<file path="config.mk">
export PLATFORM = sky130hd
export DESIGN_NAME = fit_policy_block_allocator
export DESIGN_NICKNAME = d
export VERILOG_FILES = /design/src/fpba_pkg.sv /design/src/fpba_front.sv /design/src/fpba_queue.sv /design/src/fpba_back.sv /design/src/fit_policy_block_allocator.sv
export SDC_FILE = /design/constraint.sdc
export NUM_CORES = 1
export LEC_CHECK = 0
export BUFFER_PORTS_ARGS = -buffer_cell sky130_fd_sc_hd__buf_2
export CORE_ASPECT_RATIO = 1.4
export CORE_MARGIN = 2
export CORE_UTILIZATION = 35
export CTS_CLUSTER_DIAMETER = 50
export DETAILED_ROUTE_END_ITERATION = 12
export PLACE_DENSITY = 0.62
export SLEW_MARGIN = 25
export SYNTH_ARGS = -nofsm -noshare
export SYNTH_HDL_FRONTEND = slang
export SYNTH_SLANG_ARGS = --single-unit
</file>
<file path="constraint.sdc">
create_clock -name aclk -period 3.8 [get_ports aclk]
set_input_delay 0.38 -clock aclk [delete_from_list [all_inputs] [get_ports aclk]]
set_output_delay 0.38 -clock aclk [all_outputs]
set_load 0.02 [all_outputs]
</file>
<file path="src/fpba_pkg.sv">
// Shared types and constants for the fit-policy block allocator.
// Used by the front end, back end and top level of the block and by the port checker; no dependencies.
`default_nettype none

package fpba_pkg;

    // Default sizes of the capacity table
    localparam int NUM_BLOCKS_DEF = 16;
    localparam int SIZE_BITS_DEF  = 16;

    // Port widths fixed by the field layout
    localparam int DATA_W      = 24;   // index(4) + size(16), padded to bytes
    localparam int IN_USER_W   = 1;
    localparam int OUT_USER_W  = 2;
    localparam int IDX_W       = 4;
    localparam int FIELD_SIZE_W = 16;
    localparam int CFG_IDX_W   = 2;
    localparam int CFG_DATA_W  = 5;

    // Command queue between front and back
    localparam int Q_DEPTH      = 2;
    localparam int MAX_INFLIGHT = Q_DEPTH + 2;   // queue + back + output register

    // Operation codes on s_tuser
    localparam logic OP_LOAD  = 1'b0;
    localparam logic OP_ALLOC = 1'b1;

    // Register indexes
    localparam logic [CFG_IDX_W-1:0] REG_FIT_POLICY  = 2'd0;
    localparam logic [CFG_IDX_W-1:0] REG_BLOCK_COUNT = 2'd1;

    // Selection rules; the unused code behaves as first fit
    localparam logic [1:0] POLICY_FIRST = 2'd0;
    localparam logic [1:0] POLICY_BEST  = 2'd1;
    localparam logic [1:0] POLICY_WORST = 2'd2;

    // Result status codes on m_tuser
    localparam logic [OUT_USER_W-1:0] STATUS_LOADED = 2'd0;
    localparam logic [OUT_USER_W-1:0] STATUS_ALLOC  = 2'd1;
    localparam logic [OUT_USER_W-1:0] STATUS_NOFIT  = 2'd2;

    // Reset value of block_count
    localparam logic [CFG_DATA_W-1:0] BLOCK_COUNT_RST = 5'd16;

    // Classified command kinds
    typedef enum logic [1:0] {
        CMD_LOAD      = 2'd0,
        CMD_LOAD_SKIP = 2'd1,
        CMD_ALLOC     = 2'd2
    } cmd_kind_t;

    // Back-end sequencer states
    typedef enum logic [1:0] {
        ST_IDLE  = 2'd0,
        ST_SCAN  = 2'd1,
        ST_DRAIN = 2'd2,
        ST_DONE  = 2'd3
    } bk_state_t;

    // Configuration seen by the back end
    typedef struct packed {
        logic [1:0]            policy;
        logic [CFG_DATA_W-1:0] block_count;
    } cfg_t;

endpackage

`default_nettype wire

</file>
<file path="src/fpba_front.sv">
// Front end: configuration registers, input transfer and command classification.
// Depends on fpba_pkg; feeds fpba_queue.
`default_nettype none

module fpba_front #(
    parameter int NUM_BLOCKS = fpba_pkg::NUM_BLOCKS_DEF,
    parameter int SIZE_BITS  = fpba_pkg::SIZE_BITS_DEF,
    localparam int CMD_W     = 2 + fpba_pkg::IDX_W + SIZE_BITS
) (
    input  wire                                 aclk,
    input  wire                                 aresetn,
    input  wire                                 s_tvalid,
    output logic                                s_tready,
    input  wire  [fpba_pkg::DATA_W-1:0]         s_tdata,  // block_index[3:0], size_value[19:4]
    input  wire  [fpba_pkg::IN_USER_W-1:0]      s_tuser,  // operation[0]
    input  wire                                 cfg_valid,
    output logic                                cfg_ready,
    input  wire  [fpba_pkg::CFG_IDX_W-1:0]      cfg_index,
    input  wire  [fpba_pkg::CFG_DATA_W-1:0]     cfg_data,
    output fpba_pkg::cfg_t                      cfg,
    output logic                                q_push,
    input  wire                                 q_ready,
    output logic [CMD_W-1:0]                    q_data
);

    logic [1:0]                        policy_reg;
    logic [fpba_pkg::CFG_DATA_W-1:0]   count_reg;
    logic [fpba_pkg::IDX_W-1:0]        idx;
    logic [31:0]                       size_wide;
    logic [SIZE_BITS-1:0]              size_red;
    fpba_pkg::cmd_kind_t               kind;

    // Configuration registers, always ready
    assign cfg_ready = 1'b1;

    always_ff @(posedge aclk) begin
        if (!aresetn) begin
            policy_reg <= fpba_pkg::POLICY_FIRST;
            count_reg  <= fpba_pkg::BLOCK_COUNT_RST;
        end else if (cfg_valid) begin
            if (cfg_index == fpba_pkg::REG_FIT_POLICY) begin
                policy_reg <= cfg_data[1:0];
            end else if (cfg_index == fpba_pkg::REG_BLOCK_COUNT) begin
                count_reg <= cfg_data;
            end
        end
    end

    assign cfg.policy      = policy_reg;
    assign cfg.block_count = count_reg;

    // Field unpacking and size reduction to the table width
    assign idx       = s_tdata[fpba_pkg::IDX_W-1:0];
    assign size_wide = 32'(s_tdata[fpba_pkg::IDX_W +: fpba_pkg::FIELD_SIZE_W]);
    assign size_red  = size_wide[SIZE_BITS-1:0];

    // Classify: allocate, load in range, or load beyond the table
    always_comb begin
        if (s_tuser[0] == fpba_pkg::OP_ALLOC) begin
            kind = fpba_pkg::CMD_ALLOC;
        end else if (32'(idx) < NUM_BLOCKS) begin
            kind = fpba_pkg::CMD_LOAD;
        end else begin
            kind = fpba_pkg::CMD_LOAD_SKIP;
        end
    end

    assign s_tready = q_ready;
    assign q_push   = s_tvalid;
    assign q_data   = {size_red, idx, kind};

endmodule

`default_nettype wire

</file>
<file path="src/fpba_queue.sv">
// Short command FIFO that decouples the front end from the back end.
// Depends on nothing but its parameters.
`default_nettype none

module fpba_queue #(
    parameter int W     = 8,
    parameter int DEPTH = 2,
    localparam int PW   = (DEPTH > 1) ? $clog2(DEPTH) : 1,
    localparam int CW   = $clog2(DEPTH + 1)
) (
    input  wire          aclk,
    input  wire          aresetn,
    input  wire          in_valid,
    output logic         in_ready,
    input  wire  [W-1:0] in_data,
    output logic         out_valid,
    input  wire          out_pop,
    output logic [W-1:0] out_data
);

    logic [W-1:0]  slot_reg [DEPTH];
    logic [PW-1:0] wr_ptr_reg;
    logic [PW-1:0] rd_ptr_reg;
    logic [CW-1:0] cnt_reg;
    logic          push;
    logic          pop;

    assign in_ready  = (cnt_reg != CW'(DEPTH));
    assign out_valid = (cnt_reg != '0);
    assign out_data  = slot_reg[rd_ptr_reg];
    assign push      = in_valid && in_ready;
    assign pop       = out_pop && out_valid;

    // Storage
    always_ff @(posedge aclk) begin
        if (push) begin
            slot_reg[wr_ptr_reg] <= in_data;
        end
    end

    // Pointers and fill count
    always_ff @(posedge aclk) begin
        if (!aresetn) begin
            wr_ptr_reg <= '0;
            rd_ptr_reg <= '0;
            cnt_reg    <= '0;
        end else begin
            if (push) begin
                wr_ptr_reg <= (wr_ptr_reg == PW'(DEPTH - 1)) ? '0 : wr_ptr_reg + 1'b1;
            end
            if (pop) begin
                rd_ptr_reg <= (rd_ptr_reg == PW'(DEPTH - 1)) ? '0 : rd_ptr_reg + 1'b1;
            end
            unique case ({push, pop})
                2'b10:   cnt_reg <= cnt_reg + 1'b1;
                2'b01:   cnt_reg <= cnt_reg - 1'b1;
                default: cnt_reg <= cnt_reg;
            endcase
        end
    end

endmodule

`default_nettype wire

</file>
<file path="src/fpba_back.sv">
// Back end: capacity table, sequential fit search and result register.
// Depends on fpba_pkg; takes commands from fpba_queue.
`default_nettype none

module fpba_back #(
    parameter int NUM_BLOCKS = fpba_pkg::NUM_BLOCKS_DEF,
    parameter int SIZE_BITS  = fpba_pkg::SIZE_BITS_DEF,
    localparam int CMD_W     = 2 + fpba_pkg::IDX_W + SIZE_BITS,
    localparam int AW        = (NUM_BLOCKS > 1) ? $clog2(NUM_BLOCKS) : 1,
    localparam int LW        = $clog2(NUM_BLOCKS + 1)
) (
    input  wire                                  aclk,
    input  wire                                  aresetn,
    input  fpba_pkg::cfg_t                       cfg,
    input  wire                                  q_valid,
    output logic                                 q_pop,
    input  wire  [CMD_W-1:0]                     q_data,
    output logic                                 m_tvalid,
    input  wire                                  m_tready,
    output logic [fpba_pkg::DATA_W-1:0]          m_tdata,  // chosen_block[3:0], remaining_size[19:4]
    output logic [fpba_pkg::OUT_USER_W-1:0]      m_tuser   // status[1:0]
);

    // Capacity table, no reset: entries are defined once loaded
    logic [SIZE_BITS-1:0] cap_mem [NUM_BLOCKS];

    fpba_pkg::bk_state_t  state_reg, state_next;

    fpba_pkg::cmd_kind_t  cmd_kind;
    logic [fpba_pkg::IDX_W-1:0] cmd_idx;
    logic [SIZE_BITS-1:0] cmd_size;
    logic [31:0]          limit_now;

    logic [AW-1:0]        addr_reg;
    logic [LW-1:0]        limit_reg;
    logic [SIZE_BITS-1:0] req_reg;
    logic                 rd_valid_reg;
    logic [AW-1:0]        rd_idx_reg;
    logic [SIZE_BITS-1:0] rd_data_reg;
    logic                 found_reg;
    logic [AW-1:0]        best_idx_reg;
    logic [SIZE_BITS-1:0] best_val_reg;
    logic                 scan_last;
    logic                 take;
    logic [SIZE_BITS-1:0] diff;

    logic                 out_free;
    logic                 scan_start;
    logic                 mem_we;
    logic [AW-1:0]        mem_waddr;
    logic [SIZE_BITS-1:0] mem_wdata;
    logic                 emit;
    logic [fpba_pkg::OUT_USER_W-1:0] emit_status;
    logic [fpba_pkg::IDX_W-1:0]      emit_block;
    logic [fpba_pkg::FIELD_SIZE_W-1:0] emit_rem;

    logic                 m_valid_reg;
    logic [fpba_pkg::OUT_USER_W-1:0] m_status_reg;
    logic [fpba_pkg::IDX_W-1:0]      m_block_reg;
    logic [fpba_pkg::FIELD_SIZE_W-1:0] m_rem_reg;

    // Command fields at the queue head
    assign cmd_kind = fpba_pkg::cmd_kind_t'(q_data[1:0]);
    assign cmd_idx  = q_data[2 +: fpba_pkg::IDX_W];
    assign cmd_size = q_data[CMD_W-1 -: SIZE_BITS];

    // Entries searched, saturated to the table size
    assign limit_now = (32'(cfg.block_count) > NUM_BLOCKS) ? 32'(NUM_BLOCKS)
                                                           : 32'(cfg.block_count);

    assign out_free  = !m_valid_reg || m_tready;
    assign scan_last = (32'(addr_reg) + 32'd1 == 32'(limit_reg));
    assign diff      = best_val_reg - req_reg;

    // Next state
    always_comb begin
        state_next = state_reg;
        unique case (state_reg)
            fpba_pkg::ST_IDLE: begin
                if (q_valid && cmd_kind == fpba_pkg::CMD_ALLOC) begin
                    state_next = (limit_now == 32'd0) ? fpba_pkg::ST_DONE
                                                      : fpba_pkg::ST_SCAN;
                end
            end
            fpba_pkg::ST_SCAN: begin
                if (scan_last) begin
                    state_next = fpba_pkg::ST_DRAIN;
                end
            end
            fpba_pkg::ST_DRAIN: state_next = fpba_pkg::ST_DONE;
            fpba_pkg::ST_DONE: begin
                if (out_free) begin
                    state_next = fpba_pkg::ST_IDLE;
                end
            end
            default: state_next = fpba_pkg::ST_IDLE;
        endcase
    end

    // State outputs: queue pop, table write, result emit
    always_comb begin
        q_pop       = 1'b0;
        scan_start  = 1'b0;
        mem_we      = 1'b0;
        mem_waddr   = AW'(cmd_idx);
        mem_wdata   = cmd_size;
        emit        = 1'b0;
        emit_status = fpba_pkg::STATUS_LOADED;
        emit_block  = cmd_idx;
        emit_rem    = '0;
        unique case (state_reg)
            fpba_pkg::ST_IDLE: begin
                if (q_valid) begin
                    unique case (cmd_kind)
                        fpba_pkg::CMD_LOAD: begin
                            if (out_free) begin
                                q_pop    = 1'b1;
                                mem_we   = 1'b1;
                                emit     = 1'b1;
                                emit_rem = fpba_pkg::FIELD_SIZE_W'(cmd_size);
                            end
                        end
                        fpba_pkg::CMD_LOAD_SKIP: begin
                            if (out_free) begin
                                q_pop = 1'b1;
                                emit  = 1'b1;
                            end
                        end
                        fpba_pkg::CMD_ALLOC: begin
                            q_pop      = 1'b1;
                            scan_start = 1'b1;
                        end
                        default: q_pop = 1'b1;
                    endcase
                end
            end
            fpba_pkg::ST_SCAN, fpba_pkg::ST_DRAIN: begin
            end
            fpba_pkg::ST_DONE: begin
                if (out_free) begin
                    emit = 1'b1;
                    if (found_reg) begin
                        emit_status = fpba_pkg::STATUS_ALLOC;
                        emit_block  = fpba_pkg::IDX_W'(best_idx_reg);
                        emit_rem    = fpba_pkg::FIELD_SIZE_W'(diff);
                        mem_we      = 1'b1;
                        mem_waddr   = best_idx_reg;
                        mem_wdata   = diff;
                    end else begin
                        emit_status = fpba_pkg::STATUS_NOFIT;
                        emit_block  = '0;
                    end
                end
            end
            default: begin
            end
        endcase
    end

    always_ff @(posedge aclk) begin
        if (!aresetn) begin
            state_reg <= fpba_pkg::ST_IDLE;
        end else begin
            state_reg <= state_next;
        end
    end

    // Table port: one write, one registered read at the scan address
    always_ff @(posedge aclk) begin
        if (mem_we) begin
            cap_mem[mem_waddr] <= mem_wdata;
        end
        rd_data_reg <= cap_mem[addr_reg];
        rd_idx_reg  <= addr_reg;
    end

    // Scan address and request
    always_ff @(posedge aclk) begin
        if (scan_start) begin
            addr_reg  <= '0;
            limit_reg <= LW'(limit_now);
            req_reg   <= cmd_size;
        end else if (state_reg == fpba_pkg::ST_SCAN) begin
            addr_reg <= addr_reg + 1'b1;
        end
    end

    // Candidate compare: fits, and better than the current pick under the policy
    assign take = !found_reg
               || (cfg.policy == fpba_pkg::POLICY_BEST  && rd_data_reg < best_val_reg)
               || (cfg.policy == fpba_pkg::POLICY_WORST && rd_data_reg > best_val_reg);

    always_ff @(posedge aclk) begin
        if (!aresetn) begin
            rd_valid_reg <= 1'b0;
            found_reg    <= 1'b0;
        end else begin
            rd_valid_reg <= (state_reg == fpba_pkg::ST_SCAN);
            if (scan_start) begin
                found_reg <= 1'b0;
            end else if (rd_valid_reg && rd_data_reg >= req_reg && take) begin
                found_reg <= 1'b1;
            end
        end
    end

    always_ff @(posedge aclk) begin
        if (!scan_start && rd_valid_reg && rd_data_reg >= req_reg && take) begin
            best_idx_reg <= rd_idx_reg;
            best_val_reg <= rd_data_reg;
        end
    end

    // Result register
    always_ff @(posedge aclk) begin
        if (!aresetn) begin
            m_valid_reg <= 1'b0;
        end else if (emit) begin
            m_valid_reg <= 1'b1;
        end else if (m_tready) begin
            m_valid_reg <= 1'b0;
        end
    end

    always_ff @(posedge aclk) begin
        if (emit) begin
            m_status_reg <= emit_status;
            m_block_reg  <= emit_block;
            m_rem_reg    <= emit_rem;
        end
    end

    assign m_tvalid = m_valid_reg;
    assign m_tuser  = m_status_reg;
    assign m_tdata  = {{(fpba_pkg::DATA_W - fpba_pkg::FIELD_SIZE_W - fpba_pkg::IDX_W){1'b0}},
                       m_rem_reg, m_block_reg};

endmodule

`default_nettype wire

</file>
<file path="src/fit_policy_block_allocator.sv">
// Sequence: a load goes from the queue head into the result register; an allocate goes from
// the queue head through ST_SCAN over N entries (N = searched entries, at most NUM_BLOCKS),
// ST_DRAIN and ST_DONE to the result register, skipping ST_SCAN and ST_DRAIN when N is 0.
// One item is in the back end at a time; the scan reads the capacity table one entry per cycle.
// A 2-entry queue keeps taking items meanwhile. Reset (aresetn low, synchronous) clears
// control state, sets fit_policy to first fit and block_count to 16; table not cleared.
`default_nettype none

module fit_policy_block_allocator #(
    parameter int NUM_BLOCKS = fpba_pkg::NUM_BLOCKS_DEF,
    parameter int SIZE_BITS  = fpba_pkg::SIZE_BITS_DEF
) (
    input  wire                                 aclk,
    input  wire                                 aresetn,
    input  wire                                 s_tvalid,
    output logic                                s_tready,
    input  wire  [fpba_pkg::DATA_W-1:0]         s_tdata,  // block_index[3:0], size_value[19:4]
    input  wire  [fpba_pkg::IN_USER_W-1:0]      s_tuser,  // operation[0]
    output logic                                m_tvalid,
    input  wire                                 m_tready,
    output logic [fpba_pkg::DATA_W-1:0]         m_tdata,  // chosen_block[3:0], remaining_size[19:4]
    output logic [fpba_pkg::OUT_USER_W-1:0]     m_tuser,  // status[1:0]
    input  wire                                 cfg_valid,
    output logic                                cfg_ready,
    input  wire  [fpba_pkg::CFG_IDX_W-1:0]      cfg_index,
    input  wire  [fpba_pkg::CFG_DATA_W-1:0]     cfg_data
);

    localparam int CMD_W = 2 + fpba_pkg::IDX_W + SIZE_BITS;

    fpba_pkg::cfg_t     cfg;
    logic               push;
    logic               push_ready;
    logic [CMD_W-1:0]   push_data;
    logic               head_valid;
    logic               head_pop;
    logic [CMD_W-1:0]   head_data;

    // Front end: config and classification
    fpba_front #(
        .NUM_BLOCKS (NUM_BLOCKS),
        .SIZE_BITS  (SIZE_BITS)
    ) u_front (
        .aclk      (aclk),
        .aresetn   (aresetn),
        .s_tvalid  (s_tvalid),
        .s_tready  (s_tready),
        .s_tdata   (s_tdata),
        .s_tuser   (s_tuser),
        .cfg_valid (cfg_valid),
        .cfg_ready (cfg_ready),
        .cfg_index (cfg_index),
        .cfg_data  (cfg_data),
        .cfg       (cfg),
        .q_push    (push),
        .q_ready   (push_ready),
        .q_data    (push_data)
    );

    // Command queue
    fpba_queue #(
        .W     (CMD_W),
        .DEPTH (fpba_pkg::Q_DEPTH)
    ) u_queue (
        .aclk      (aclk),
        .aresetn   (aresetn),
        .in_valid  (push),
        .in_ready  (push_ready),
        .in_data   (push_data),
        .out_valid (head_valid),
        .out_pop   (head_pop),
        .out_data  (head_data)
    );

    // Back end: table, search, results
    fpba_back #(
        .NUM_BLOCKS (NUM_BLOCKS),
        .SIZE_BITS  (SIZE_BITS)
    ) u_back (
        .aclk     (aclk),
        .aresetn  (aresetn),
        .cfg      (cfg),
        .q_valid  (head_valid),
        .q_pop    (head_pop),
        .q_data   (head_data),
        .m_tvalid (m_tvalid),
        .m_tready (m_tready),
        .m_tdata  (m_tdata),
        .m_tuser  (m_tuser)
    );

endmodule

`default_nettype wire

</file>
# After elaboration in Yosys (flattened, before gate mapping)

Memories as Yosys holds them, arrays and structs flattened. A register that Yosys moved wholly into a read port is not among the register bits.
Cells that the tools add are included.

Flip-flop bits (word level): 87
Output and inout bits: 29
Bits in writable memories: 300
Word-level logic and storage cells: 126
Memories: 2
Bits of input ports: 37

Memory list:

| name             | depth | bits a word | read ports | clocked after Yosys merged registers in | wr ports | line             | text |
|---|---|---|---|---|---|---|---|
| u_back.cap_mem   | 16    | 16          | 1          | 1                                       | 1        | fpba_back.sv:25  | `logic [SIZE_BITS-1:0] cap_mem [NUM_BLOCKS];` |
| u_queue.slot_reg | 2     | 22          | 1          | 1                                       | 1        | fpba_queue.sv:21 | `logic [W-1:0] slot_reg [DEPTH];` |

Reduce and logical (&&, ||, !) cells: 29
Mux-type cells: 49
Bitwise logic cells: 2
Magnitude comparators: 4
Add/subtract/negate cells: 7
Equality and inequality tests: 15

Operator list:

| cell                                                                     | count |
|---|---|
| 16-bit 2-to-1 mux                                                        | 8 |
| 32-bit by 5-bit == test with 1-bit output                                | 1 |
| 32-bit zero test                                                         | 1 |
| 16-bit case mux with 2 select lines                                      | 1 |
| 4-bit 2-to-1 mux                                                         | 6 |
| 1-bit 2-to-1 mux                                                         | 23 |
| 16-bit >= comparator                                                     | 1 |
| 16-bit greater-than comparator                                           | 1 |
| 16-bit < comparator                                                      | 1 |
| 16-bit subtractor                                                        | 1 |
| 2-bit 2-to-1 mux                                                         | 6 |
| 2-bit by 1-bit == test with 1-bit output (second input constant)         | 5 |
| 2-bit == test (second input constant)                                    | 5 |
| 1-bit logical AND                                                        | 10 |
| 2-bit case mux with 4 select lines                                       | 1 |
| 2-bit zero test                                                          | 3 |
| 2-bit by 1-bit inequality test with 1-bit output (second input constant) | 3 |
| 3-bit AND reduction                                                      | 2 |
| 2-bit nonzero test                                                       | 3 |
| 4-bit by 1-bit adder with 5-bit output (second input constant)           | 1 |
| 5-bit greater-than comparator (second input constant)                    | 1 |
| 5-bit 2-to-1 mux                                                         | 1 |
| 4-bit by 1-bit adder with 4-bit output (second input constant)           | 1 |
| 1-bit case mux with 2 select lines                                       | 2 |
| 10 further kinds                                                         | 18 |

# Logic depth before layout (Yosys ltp)

Word-level depth: 9
Depth in mapped cells: 10
Depth with buffers taken out: 10

# By module

Synthesis repeated with hierarchy kept, for this count alone.

Cells, all modules: 994
Area, all modules: 16,993.8 um2

Modules (own cells, without submodules):

| module     | times used | area each (um2) | sequential area each (um2) | cells an instance |
|---|---|---|---|---|
| fpba_back  | 1          | 14,684.1        | 10,159.7                   | 845 |
| fpba_queue | 1          | 1,814.2         | 1,421.4                    | 92 |
| fpba_front | 1          | 495.5           | 140.1                      | 57 |

# Least setup slack after synthesis

OpenSTA, ideal clock, no wires.

Kind: reg-to-reg
From: reg u_back.best_val_reg[0]
To: mem u_back.cap_mem[0][12] (netlist bit) (data pin)
Arrival time: 2.767 ns
Path buffers: 0
Library setup time: 0.341 ns
Required time: 3.459 ns
Path slack: 0.692 ns
Clock period less this slack: 3.108 ns
Cell stages (with the launch flop): 11
Cell sequence: edfxtp_1 -> inv_1 -> ha_1 -> inv_1 -> fa_1 -> a211oi_1 -> o21a_1 -> a221o_1 -> a21oi_1 -> o21a_1 -> o31ai_1

Longest elaborated chain between the ends: 4

Ends and longest elaborated chain:

| element                  | line             | text |
|---|---|---|
| start: declaration       | fpba_back.sv:42  | `logic [SIZE_BITS-1:0] best_val_reg;` |
| start signal: assignment | fpba_back.sv:210 | `best_val_reg <= rd_data_reg;` |
| 16-bit subtractor        | fpba_back.sv:73  | `assign diff = best_val_reg - req_reg;` |
| 16-bit 2-to-1 mux        | fpba_back.sv:142 | `if (found_reg) begin` |
| 16-bit 2-to-1 mux        | fpba_back.sv:140 | `if (out_free) begin` |
| 16-bit 2-to-1 mux        | fpba_back.sv:111 | `unique case (state_reg)` |
| net u_back.mem_wdata[12] | fpba_back.sv:51  | `logic [SIZE_BITS-1:0] mem_wdata;` |
| end: declaration         | fpba_back.sv:25  |  |

The timed path passes the listed nets, and every way through them passes these cells.

# Final worst setup path

From: reg u_back.best_val_reg[0]
To: mem u_back.cap_mem[12][10] (netlist bit) (data pin)

The elaborated chain is that of the path after synthesis.

==> impl_metrics.toml <==
[clocking]
cts-root-buf = "clkbuf_16"
postCtsHoldBufs = 0
clock_tree.buffer_depth = 3
cts_resized = 0
path_clk_slew_ns = 0.07
htreeDepth = 2
post_cts.repair.setup_buffers = 0
cts_tree = "yes"
clock-sinks = 402
cts-buffers-inserted = 37
clock_latency_ns = 0.55

[routing]
wire_per_inst_um = 18.9
top_layer = "met4"
ant_nets = 0
routed_wl_um = 32500
route.detailed.drc = 0
vias = 8495
wl_met1_um = 12800
drtIter0Drc = 411
wl_met2_um = 17800
drt_first_pass_iters = 4
routed-wl-met3_um = 997
viasPerCell = 4.93

[synth]
syn_area_um2 = 16800
synthArstFlopShare = 0
yosys_warnings = 0
seq_area_frac_synth = 0.696
ys_ff_latch = 402
yosysUniqueCellTypes = 67
syn_inst = 972
syn_avg_cell_area_um2 = 17.2
synth_edf_count = 361
synthFlopType = "edfxtp_1"

[setup_path]
path_buf_inv = 2
critical_path.top_delay_family = "compound AO/OA/AOI/OAI gates"
criticalPathCategory = "reg2reg"
crit_arrival_ns = 3.40
max_stage_delay_ns = 0.68
critPathMaxFanout = 16
worstPathCellList = "inv_1 -> ha_1 -> inv_1 -> fa_1 -> a211oi_1 -> o21a_1 -> a221o_1 -> nand2_1 -> xnor2_1 -> mux2i_2"
required_ns = 4.03
slowest_stage = "mux2i_2"
crit_top_cell = "inv_1"
cp-start-kind = "register"
cp-end-kind = "register"

[floorplanning]
die_w_um = 189
start_util = 0.355
pin_count = 66
die_y_um = 263
core_um2 = 47200
rows = 94
die-area_um2 = 49700

[finish]
fin_util = 0.409
mostFrequentLayoutCells = "361 x edfxtp_1, 80 x mux4_2, 56 x buf_2, 54 x ha_1, 51 x nand2_1"
antenna_cells = 0
largest_reg_flops = 256
layout_commonest_cell = "edfxtp_1"
final_cells = 1723
post_route_cells_drive_above_1_share = 0.256
areaGrowthSynthToFinish_pct = 15.2
nets = 1162

[power]
switching_share = 0.301
seqPwrFrac = 0.444
ir_worst_vdd_v = 0.000374
p_per_area_nw_per_um2 = 677
power.switching_uw = 3930
p_int_uw = 9130
leakage_uw = 0.00659
combPwrFrac = 0.273
clockPowerShare = 0.283

[place]
io_buffers = 56
place_hpwl_um = 22900
dpl.cell_count = 1655
post-place-ws_ns = 0.500
place.gp.congestion = 0.847

[job]
drv_cap = 0

[sta]
finalCritPeriodShare = 0.836
setup_viol_count_final = 0
slew_headroom = 0.309
period_needed_ns = 3.18
setup-tns-final_ns = 0
final_max_slew_viol_count = 0
tightest_slew_ns = 1.03
holdWs_ns = 0.0348
fin_skew_ns = 0.0214
rsz0062_at_grt = "false"
hold_violations = 0
fin_ws_ns = 0.623
max_freq_ghz = 0.315

[grt]
grtUsageTotal = 0.131
grt_max_degree = 69
grt-ovfl-total = 0
grt_pass1_vias = 8987
grt_first_pass_wirelength_um = 50200
antenna_found_initial = 0

[outcome]
status = "complete, no violations"

[worst_hold_path]
hold_class = "in2reg"
-- layout make-up --
cell class	instances	area, um2
clock buffers	44	993
clock inverters	24	230
fillers	4203	27900
inverters	45	169
multi-input cells	491	4840
flip-flops and latches	402	11700
well taps	624	781
repair buffers	93	621
-- worst reg2reg max path, stage by stage (launching register included) --
cell      delay, ns
edfxtp_1       0.40
inv_1          0.10
ha_1           0.15
inv_1          0.05
fa_1           0.49
a211oi_1       0.26
o21a_1         0.24
a221o_1        0.23
nand2_1        0.08
xnor2_1        0.17
mux2i_2        0.69
-- Yosys cell counts (7+ instances only) --
cell / n / area share
edfxtp_1: 361 / 0.65
mux4_2: 80 / 0.11
ha_1: 54 / 0.040
nand2_1: 51 / 0.011
inv_1: 44 / 0.0099
dfxtp_1: 41 / 0.049
a21oi_1: 40 / 0.012
nor2_1: 35 / 0.0078
mux2i_1: 23 / 0.014
o21ai_0: 21 / 0.0063
nor3_1: 20 / 0.0060
clkbuf_1: 14 / 0.0031
mux2_2: 13 / 0.0087
nor2b_1: 13 / 0.0049
buf_2: 12 / 0.0036
xor2_1: 11 / 0.0057
xnor2_1: 10 / 0.0052
and2_1: 9 / 0.0034
nand3_1: 9 / 0.0027
o21a_1: 9 / 0.0040
a21o_1: 8 / 0.0036
or3_1: 7 / 0.0026
-- logic make-up (layout without fill, tap and decap cells) --
| logic type | count (synthesis) | in the layout | share of synthesized area |
|---|---|---|---|
| muxes | 117 | 117 | 0.131 |
| and+or+nand+nor | 170 | 170 | 0.0500 |
| DFF | 402 | 402 | 0.696 |
| AOI/OAI and AO/OA | 123 | 123 | 0.0477 |
| other | 2 | 5 | 0.000448 |
| adders and majority gates | 55 | 55 | 0.0415 |
| buffers and inverters | 82 | 206 | 0.0226 |
| xor gates and xnor gates | 21 | 21 | 0.0110 |
-- worst paths after layout --
check / from / end / slack [ns] / depth (start not counted)
worst min-delay path: s_tdata[5] / u_queue.slot_reg[0][7]$_DFFE_PP_ / 0.03 / 1
worst max-delay path: u_back.best_val_reg[0]$_DFFE_PP_ / u_back.cap_mem[12][10]$_DFFE_PP_ / 0.62 / 10
worst max register to register: u_back.best_val_reg[0]$_DFFE_PP_ / u_back.cap_mem[12][10]$_DFFE_PP_ / 0.62 / 10
worst min register to register: u_back.rd_idx_reg[2]$_DFF_P_ / u_back.best_idx_reg[2]$_DFFE_PP_ / 0.41 / 0
-- power by group through the flow --
stage / clock (uW) / sequential (uW) / combinational (uW)
after floorplan: 0 / 5890 / 2540
after global placement: 0 / 5880 / 3520
after detailed placement: 0 / 5900 / 3620
after CTS: 3800 / 5810 / 3630
after global routing: 3940 / 5850 / 3940
final: 3700 / 5800 / 3560
-- routing by layer --
| metal | vias up | global-route usage |
|---|---|---|
| li1 | 4001 | - |
| met1 | 4301 | 0.147 |
| met2 | 142 | 0.247 |
| met3 | 51 | 0.0192 |
| met4 | 0 | 0.0484 |
| met5 | - | 0 |
-- through the flow --
step           power (uW)  area, um2
2_1_floorplan        8430      16800
3_3_place_gp         9400      18100
3_5_place_dp         9510      18100
4_1_cts             13200      19300
5_1_grt             13700      19300
6_report            13100      19300
Power figures use the tool's default switching activity.
